`src/hdl/tla_pkg.sv`:
```
// tla_pkg: shared widths, register indexes, reset values and the
// controller/datapath command and status structs of the track length accumulator.
// No dependencies.
package tla_pkg;

  // input word fields
  localparam int LAT_W = 31;
  localparam int LON_W = 32;
  localparam int ELE_W = 25;
  localparam int IN_TDATA_W = 88;

  // result word fields
  localparam int LEN_W = 48;
  localparam int DIR_W = 40;
  localparam int RATIO_W = 32;
  localparam int RATIO_FRAC = 16;
  localparam int OUT_TDATA_W = 120;

  localparam logic [LEN_W-1:0] LEN_MAX = {LEN_W{1'b1}};
  localparam logic [DIR_W-1:0] DIR_MAX = {DIR_W{1'b1}};
  localparam logic [RATIO_W-1:0] RATIO_MAX = {RATIO_W{1'b1}};

  // configuration registers
  localparam int CFG_W = 24;
  localparam int CFG_IDX_W = 1;
  localparam logic [CFG_IDX_W-1:0] REG_LAT_SCALE = 1'd0;
  localparam logic [CFG_IDX_W-1:0] REG_LON_SCALE = 1'd1;
  localparam logic [CFG_W-1:0] LAT_SCALE_RST = 24'd728312;
  localparam logic [CFG_W-1:0] LON_SCALE_RST = 24'd448266;

  // squaring sequence: which coordinate, which partial product
  localparam logic [1:0] VAR_Y = 2'd0;
  localparam logic [1:0] VAR_X = 2'd1;
  localparam logic [1:0] VAR_Z = 2'd2;
  localparam logic [1:0] PART_LL = 2'd0;
  localparam logic [1:0] PART_LH = 2'd1;
  localparam logic [1:0] PART_HH = 2'd2;

  localparam int DIV_STEPS = 32;

  typedef struct packed {
    logic       load_first;   // first = prev = current point, mark track open
    logic       sel_first;    // distance to first point instead of previous
    logic       do_diff;
    logic       do_scale;
    logic       do_sq;
    logic [1:0] sq_var;
    logic [1:0] sq_part;
    logic       sqrt_init;
    logic       sqrt_step;
    logic       acc_add;      // add segment, prev = current
    logic       dir_load;
    logic       div_step;
    logic       load_out;
    logic       clear_track;
  } cmd_t;

  typedef struct packed {
    logic have_first;
    logic last;
    logic out_busy;
    logic dir_zero;
    logic ratio_ovf;
  } sts_t;

endpackage

```
`src/hdl/tla_ctrl.sv`:
```
// tla_ctrl: state machine sequencing distance, accumulate, divide and result steps.
// Depends on tla_pkg.
module tla_ctrl #(
  parameter int ROOT_W = 42
) (
  input  logic          clk,
  input  logic          rst_n,
  input  logic          in_tvalid,
  output logic          in_tready,
  input  tla_pkg::sts_t sts,
  output tla_pkg::cmd_t cmd
);

  localparam int CNT_W = $clog2(ROOT_W);

  localparam logic [3:0] S_IDLE  = 4'd0;
  localparam logic [3:0] S_START = 4'd1;
  localparam logic [3:0] S_DIFF  = 4'd2;
  localparam logic [3:0] S_SCALE = 4'd3;
  localparam logic [3:0] S_SQ    = 4'd4;
  localparam logic [3:0] S_SQI   = 4'd5;
  localparam logic [3:0] S_SQRT  = 4'd6;
  localparam logic [3:0] S_SEG   = 4'd7;
  localparam logic [3:0] S_DIR   = 4'd8;
  localparam logic [3:0] S_CHK   = 4'd9;
  localparam logic [3:0] S_DIV   = 4'd10;
  localparam logic [3:0] S_OUT   = 4'd11;

  logic [3:0]       state_r, state_nxt;
  logic [CNT_W-1:0] cnt_r, cnt_nxt;
  logic [1:0]       var_r, var_nxt, part_r, part_nxt;
  logic             phase_r, phase_nxt;   // 1 while working on the direct distance

  always_ff @(posedge clk) begin
    if (!rst_n) begin
      state_r <= S_IDLE;
      cnt_r   <= '0;
      var_r   <= tla_pkg::VAR_Y;
      part_r  <= tla_pkg::PART_LL;
      phase_r <= 1'b0;
    end else begin
      state_r <= state_nxt;
      cnt_r   <= cnt_nxt;
      var_r   <= var_nxt;
      part_r  <= part_nxt;
      phase_r <= phase_nxt;
    end
  end

  assign in_tready = (state_r == S_IDLE);

  // next state and commands
  always_comb begin
    state_nxt = state_r;
    cnt_nxt   = cnt_r;
    var_nxt   = var_r;
    part_nxt  = part_r;
    phase_nxt = phase_r;
    cmd       = '0;
    cmd.sel_first = phase_r;
    cmd.sq_var    = var_r;
    cmd.sq_part   = part_r;
    unique case (state_r)
      S_IDLE: begin
        if (in_tvalid) state_nxt = S_START;
      end
      S_START: begin
        if (!sts.have_first) begin
          cmd.load_first = 1'b1;
          phase_nxt = 1'b1;
          state_nxt = sts.last ? S_DIFF : S_IDLE;
        end else begin
          phase_nxt = 1'b0;
          state_nxt = S_DIFF;
        end
      end
      S_DIFF: begin
        cmd.do_diff = 1'b1;
        state_nxt = S_SCALE;
      end
      S_SCALE: begin
        cmd.do_scale = 1'b1;
        var_nxt  = tla_pkg::VAR_Y;
        part_nxt = tla_pkg::PART_LL;
        state_nxt = S_SQ;
      end
      S_SQ: begin
        cmd.do_sq = 1'b1;
        if (part_r == tla_pkg::PART_HH) begin
          part_nxt = tla_pkg::PART_LL;
          var_nxt  = var_r + 2'd1;
          if (var_r == tla_pkg::VAR_Z) state_nxt = S_SQI;
        end else begin
          part_nxt = part_r + 2'd1;
        end
      end
      S_SQI: begin
        cmd.sqrt_init = 1'b1;
        cnt_nxt = '0;
        state_nxt = S_SQRT;
      end
      S_SQRT: begin
        cmd.sqrt_step = 1'b1;
        cnt_nxt = cnt_r + 1'b1;
        if (cnt_r == CNT_W'(ROOT_W - 1)) state_nxt = phase_r ? S_DIR : S_SEG;
      end
      S_SEG: begin
        cmd.acc_add = 1'b1;
        phase_nxt = 1'b1;
        state_nxt = sts.last ? S_DIFF : S_IDLE;
      end
      S_DIR: begin
        cmd.dir_load = 1'b1;
        state_nxt = S_CHK;
      end
      S_CHK: begin
        cnt_nxt = '0;
        state_nxt = (sts.dir_zero || sts.ratio_ovf) ? S_OUT : S_DIV;
      end
      S_DIV: begin
        cmd.div_step = 1'b1;
        cnt_nxt = cnt_r + 1'b1;
        if (cnt_r == CNT_W'(tla_pkg::DIV_STEPS - 1)) state_nxt = S_OUT;
      end
      S_OUT: begin
        if (!sts.out_busy) begin
          cmd.load_out    = 1'b1;
          cmd.clear_track = 1'b1;
          state_nxt = S_IDLE;
        end
      end
      default: state_nxt = S_IDLE;
    endcase
  end

endmodule

```
`config.mk`:
```
export PLATFORM = sky130hd
export DESIGN_NAME = tla_ctrl
export DESIGN_NICKNAME = d
export VERILOG_FILES = /design/src/hdl/tla_pkg.sv /design/src/hdl/tla_ctrl.sv
export SDC_FILE = /design/constraint.sdc
export NUM_CORES = 1
export LEC_CHECK = 0
export BUFFER_PORTS_ARGS = -buffer_cell sky130_fd_sc_hd__buf_4
export CORE_MARGIN = 5
export CORE_UTILIZATION = 45
export DETAILED_ROUTE_END_ITERATION = 12
export PLACE_DENSITY = 0.76
export SLEW_MARGIN = 40
export SYNTH_ARGS = -nofsm -noshare
export SYNTH_HDL_FRONTEND = slang
export SYNTH_SLANG_ARGS = --single-unit
```
`constraint.sdc`:
```
create_clock -name clk -period 1.56 [get_ports clk]
set_input_delay 0.312 -clock clk [delete_from_list [all_inputs] [get_ports clk]]
set_output_delay 0.312 -clock clk [all_outputs]
set_load 0.005 [all_outputs]
```
Word level (Yosys, flattened, before mapping)
Index checks and enable logic that the tools add are counted.
{"block": "op_classes", "addsub": 3, "mul": 0, "div": 0, "n_lt_le_gt_ge": 0, "n_eq_ne": 21, "shifts": 0, "mux": 29, "bitwise_logic": 0, "reduce_logical": 9}
{"cell": "4-bit case mux with 12 select lines", "n": 1}
{"cell": "4-bit 2-to-1 mux", "n": 7}
{"cell": "4-bit by 3-bit equality test with 1-bit output (second input constant)", "n": 4}
{"cell": "4-bit equality test (second input constant)", "n": 4}
{"cell": "2-bit 2-to-1 mux", "n": 6}
{"cell": "2-bit != test (second input constant)", "n": 6}
{"cell": "6-bit case mux with 2 select lines", "n": 1}
{"cell": "1-bit 2-to-1 mux", "n": 11}
{"cell": "4-bit by 2-bit equality test with 1-bit output (second input constant)", "n": 2}
{"cell": "2-bit case mux with 2 select lines", "n": 2}
{"cell": "6-bit by 1-bit adder with 6-bit output (second input constant)", "n": 1}
{"cell": "6-bit by 5-bit equality test with 1-bit output (second input constant)", "n": 1}
{"cell": "6-bit equality test (second input constant)", "n": 1}
{"cell": "6-bit AND reduction", "n": 1}
{"cell": "2-bit nonzero test", "n": 3}
{"cell": "2-bit by 1-bit adder with 2-bit output (second input constant)", "n": 2}
{"cell": "2-bit equality test (second input constant)", "n": 2}
{"cell": "4-bit by 1-bit equality test with 1-bit output (second input constant)", "n": 1}
{"cell": "4-bit zero test", "n": 1}
{"cell": "2-bit OR reduction", "n": 2}
{"cell": "1-bit case mux with 2 select lines", "n": 1}
{"cell": "2-bit AND reduction", "n": 1}
{"cell": "1-bit logical OR", "n": 1}
{"block": "word_totals", "register_bits": 15, "latch_bits": 0, "ram_bits": 0, "rom_bits": 0, "output_inout_bits": 17, "wordCells": 67, "mem_count": 0}

Logic depth before layout (Yosys ltp)
{"block": "depth", "ltp_word": 4, "mapped_depth": 7}

Least setup slack after synthesis
No wires, ideal clock.
{"block": "synth_path", "path_type": "reg-to-reg", "from": "register cnt_r[0]", "to": "register state_r[2]", "setup_ns": 0.071, "t_arrival_ns": 1.651, "required_time_ns": 1.489, "slack_ns": -0.161, "stages_incl_launch_ff": 7, "n_path_buf": 0, "path_cell_list": "dfxtp_1 -> ha_1 -> and3_1 -> a311o_2 -> nand4_4 -> or4_1 -> a21oi_1"}
{"block": "synth_via", "elab_chain_cells": 3}
{"element": "start, declared", "line": "tla_ctrl.sv:30", "rtl": "logic [CNT_W-1:0] cnt_r, cnt_nxt;"}
{"element": "start signal, assigned", "line": "tla_ctrl.sv:43", "rtl": "cnt_r <= cnt_nxt;"}
{"element": "6-bit by 5-bit equality test with 1-bit output / 6-bit equality test (equally long branches)", "line": "tla_ctrl.sv:123, tla_ctrl.sv:105"}
{"element": "2-bit != test (no line)"}
{"element": "6-bit AND reduction (no line) (*)"}
{"element": "end signal, assigned", "line": "tla_ctrl.sv:42", "rtl": "state_r <= state_nxt;"}
{"element": "end, declared", "line": "tla_ctrl.sv:29", "rtl": "logic [3:0] state_r, state_nxt;"}
Mark *: on every way between the ends. The rest lies on a longest branch, timed or not.
A chain may end at the register's enable or synchronous reset.

Worst setup path after layout
{"block": "layout_path", "from": "register state_r[3]", "to": "register state_r[1]"}
{"block": "layout_via", "elab_chain_cells": 3}
{"element": "4-bit equality test (tied with other cells)", "line": "tla_ctrl.sv:63", "rtl": "unique case (state_r)"}
{"element": "2-bit != test (no line)"}
{"element": "6-bit AND reduction (no line)"}
Parallel ways exist; a longest one is shown, timed or not.

==> results.toml <==
[status]
status = "finished with violations"
violations = "setup timing"

[final_layout]
area_growth_syn_to_layout_pct = 71.7
layout.cells.non_filler = 211
diodes = 0
nFillCells = 134
final_nets = 195
drive_gt1_frac = 0.552
fin_util = 0.799
design_area_um2 = 1730

[yosys]
ys_warn_count = 0
yosysSeqAreaShare = 0.297
async_flop_share = 0
netlist_instances = 131
ys_seq_elements = 15
synth_nets = 142
synth_area_per_cell_um2 = 7.71
synthesis.area_um2 = 1010
ys_types = 43
synth-edff-count = 0
ys.flop_type = "dfxtp_1"

[floorplanning]
rows = 17
initial_core_util = 0.465
die_height_um = 57.4
die_w_um = 57.4
ios = 25
core_area_um2 = 2170
dieArea_um2 = 3290

[sta]
timing.final.crit_share = 1.11
finClkSkew_ns = 0.0179
fin_crit_ns = 1.73
tightest_slew_ns = 0.419
whs_ns = 0.293
setup_viol = 19
slew_viol_final = 0
rsz0062_at_grt = "true"
fmaxAchievable_mhz = 577
fin_ws_ns = -0.172
hold_viol_final = 0
max_slew_margin = 0.720

[clocking]
clk_latency_ns = 0.30
tritoncts = "done"
cts-hold-fix-buffers = 0
h-tree-depth = 1
cts_root_buf = "clkbuf_4"
cts.sinks = 15
path_clk_slew_ns = 0.11
clk_path_buf_depth = 2
numCtsBuffers = 3

[worst_setup_path]
cp_cell_sequence = "buf_6, buf_8, buf_4, nor4bb_4, nor2_1, nor2_1, nor3_2, a211oi_2"
worstSetupPathType = "register to register"
slowest_delay_ns = 0.40
critPathTopFamily = "simple AND/OR/NAND/NOR gates"
cp-start-kind = "register"
crit_top_cell = "nor2_1"
end_kind = "register"
cp_slowest_cell = "dfxtp_4"
path_buf_inv = 3
worst-path-max-fanout = 7
r2r-end = "state_r[1]"
cp_data_arrival_time_ns = 1.95
rrSetupSlack_ns = -0.17
reg2reg_depth = 8
reg2reg_from = "state_r[3]"
worstPathRequired_ns = 1.78

[placement]
gp_congestion = 0.869
dp_hpwl_mm = 2.07
numPortBuffers = 24
place_ws_ns = -0.0691
place_area_um2 = 1370
dp_cells = 197

[drt]
drc = 0
first_iter_violations = 74
firstDrtPassIters = 4
vias_per_cell = 5.97
drtAntennaViolNets = 0
wl_per_cell_um = 19.4
vias = 1259
wirelength_mm = 4.08

[hold_path]
holdPathEnd = "var_r[1]"
hold_depth = 2
min_from = "rst_n"
min-delay-path-class = "input pin to register"

[global_routing]
antenna_found_initial = 0
first_global_vias = 1212
overflow = 0
grt_pass1_wl_mm = 5.53
grt_use_total = 0.206
grt_max_degree = 12

[power_and_ir_drop]
switchingPower_mw = 0.841
clkPwrFrac = 0.113
p_int_mw = 1.24
power.leakage_nw = 0.708
switching_share = 0.405
p_per_area_nw_per_um2 = 1200
p_seq_frac = 0.255
peakVddDrop_v = 0.000702
combPwrFrac = 0.631

[run]
cap_violations = 0
==> state kept, by name, indices dropped and copies added (netlist names) <==
signal and count:
state_r 4, part_r 2, var_r 2, cnt_r 6, phase_r 1
==> synthesized netlist by cell type, types with 3 or more instances <==
| cell | number | area [um^2] |
|---|---|---|
| dfxtp_1 | 15 | 300 |
| clkbuf_1 | 4 | 15.0 |
| a21oi_1 | 15 | 75.1 |
| ha_1 | 3 | 37.5 |
| nor3_1 | 5 | 25.0 |
| o21ai_0 | 3 | 15.0 |
| buf_4 | 4 | 30.0 |
| inv_1 | 7 | 26.3 |
| nand2b_1 | 5 | 31.3 |
| nor2_1 | 16 | 60.1 |
| nand3_1 | 5 | 25.0 |
| nand2_1 | 5 | 18.8 |
| o21ai_1 | 3 | 15.0 |
==> cells by family (layout without fill, tap and decap cells) <==
logic type / after synthesis / in the layout / share of synthesized area
XOR/XNOR: 1 / 1 / 0.00868
buffers and inverters: 18 / 70 / 0.0843
flip-flops: 15 / 15 / 0.297
AO/OA/AOI/OAI: 36 / 36 / 0.233
adder cells (fa/ha/maj): 3 / 3 / 0.0372
AND/OR/NAND/NOR: 58 / 58 / 0.340
==> per-layer routing <==
layer / vias up / track usage / wire length (um)
met5: - / 0 / 0
met4: 0 / 0.0464 / 218
met3: 21 / 0.0611 / 295
met2: 64 / 0.377 / 2040
met1: 600 / 0.233 / 1530
li1: 574 / - / -
==> power by group through the flow <==
stage          Clock (mW)  Sequential (mW)  Combinational (mW)
3_3_place_gp            0            0.494               0.764
5_1_grt             0.262            0.535                1.38
4_1_cts             0.232            0.512                1.02
3_5_place_dp            0            0.496               0.778
6_report            0.235            0.531                1.31
2_1_floorplan           0            0.473               0.475
==> area by class of cell <==
class	count	area (um^2)	area share
multi-input combinational	98	815	0.470
timing repair buffer	59	507	0.292
sequential	15	323	0.186
tap	28	35.0	0.0202
inverter	7	28.8	0.0166
clock buffer	4	26.3	0.0152
==> placed cells by master, fill, tap and decap left out, types with 2 or more instances in the layout <==
cell type	n
nand2_1	5
dfxtp_1	9
a21oi_1	13
nor4bb_4	2
nand2b_4	3
buf_4	44
a21oi_2	2
nor3_4	2
ha_1	2
buf_8	2
nor2_1	14
clkbuf_4	3
nand2b_1	2
buf_6	13
inv_1	4
nand4_1	2
inv_2	2
nor2b_1	2
nor2_2	2
o211ai_1	2
nor3_2	2
a21o_1	2
o21ai_0	2
o21ai_1	3
nand3b_1	2
nand3_1	5
dfxtp_4	6
==> worst register-to-register path, stage by stage (launching register included) <==
cell and delay [ns]:
dfxtp_4 0.40, buf_6 0.14, buf_8 0.13, buf_4 0.15
nor4bb_4 0.36, nor2_1 0.10, nor2_1 0.15, nor3_2 0.07
a211oi_2 0.16
==> worst max-delay path by stage <==
stage / startpoint / endpoint / slack, ns / cells after the start
after floorplan: cnt_r[1] / state_r[2] / 0.02 / 6
after global placement: cnt_r[1] / state_r[2] / -0.01 / 7
after detailed placement: cnt_r[1] / state_r[2] / -0.07 / 7
after CTS: state_r[1] / cmd[5] / -0.07 / 4
after global routing: state_r[3] / state_r[1] / -0.21 / 8
final: state_r[3] / state_r[1] / -0.17 / 8
==> per-stage QoR <==
| stage | total power, mW | setup TNS, ns |
|---|---|---|
| 2_1_floorplan | 0.948 | 0 |
| 6_report | 2.08 | -1.33 |
| 5_1_grt | 2.18 | -2.34 |
| 4_1_cts | 1.77 | -0.553 |
| 3_3_place_gp | 1.26 | -0.0100 |
| 3_5_place_dp | 1.27 | -0.130 |
==> repair_timing <==
item | in CTS | in global routing
setup endpoints to repair | 15 | 19
endpoints found under the hold margin | 0 | 0
pin swaps | 11 | 13
setup buffers | 11 | 0
gates resized for setup | 34 | 28
Note: power is estimated with default switching activity, not from simulation.
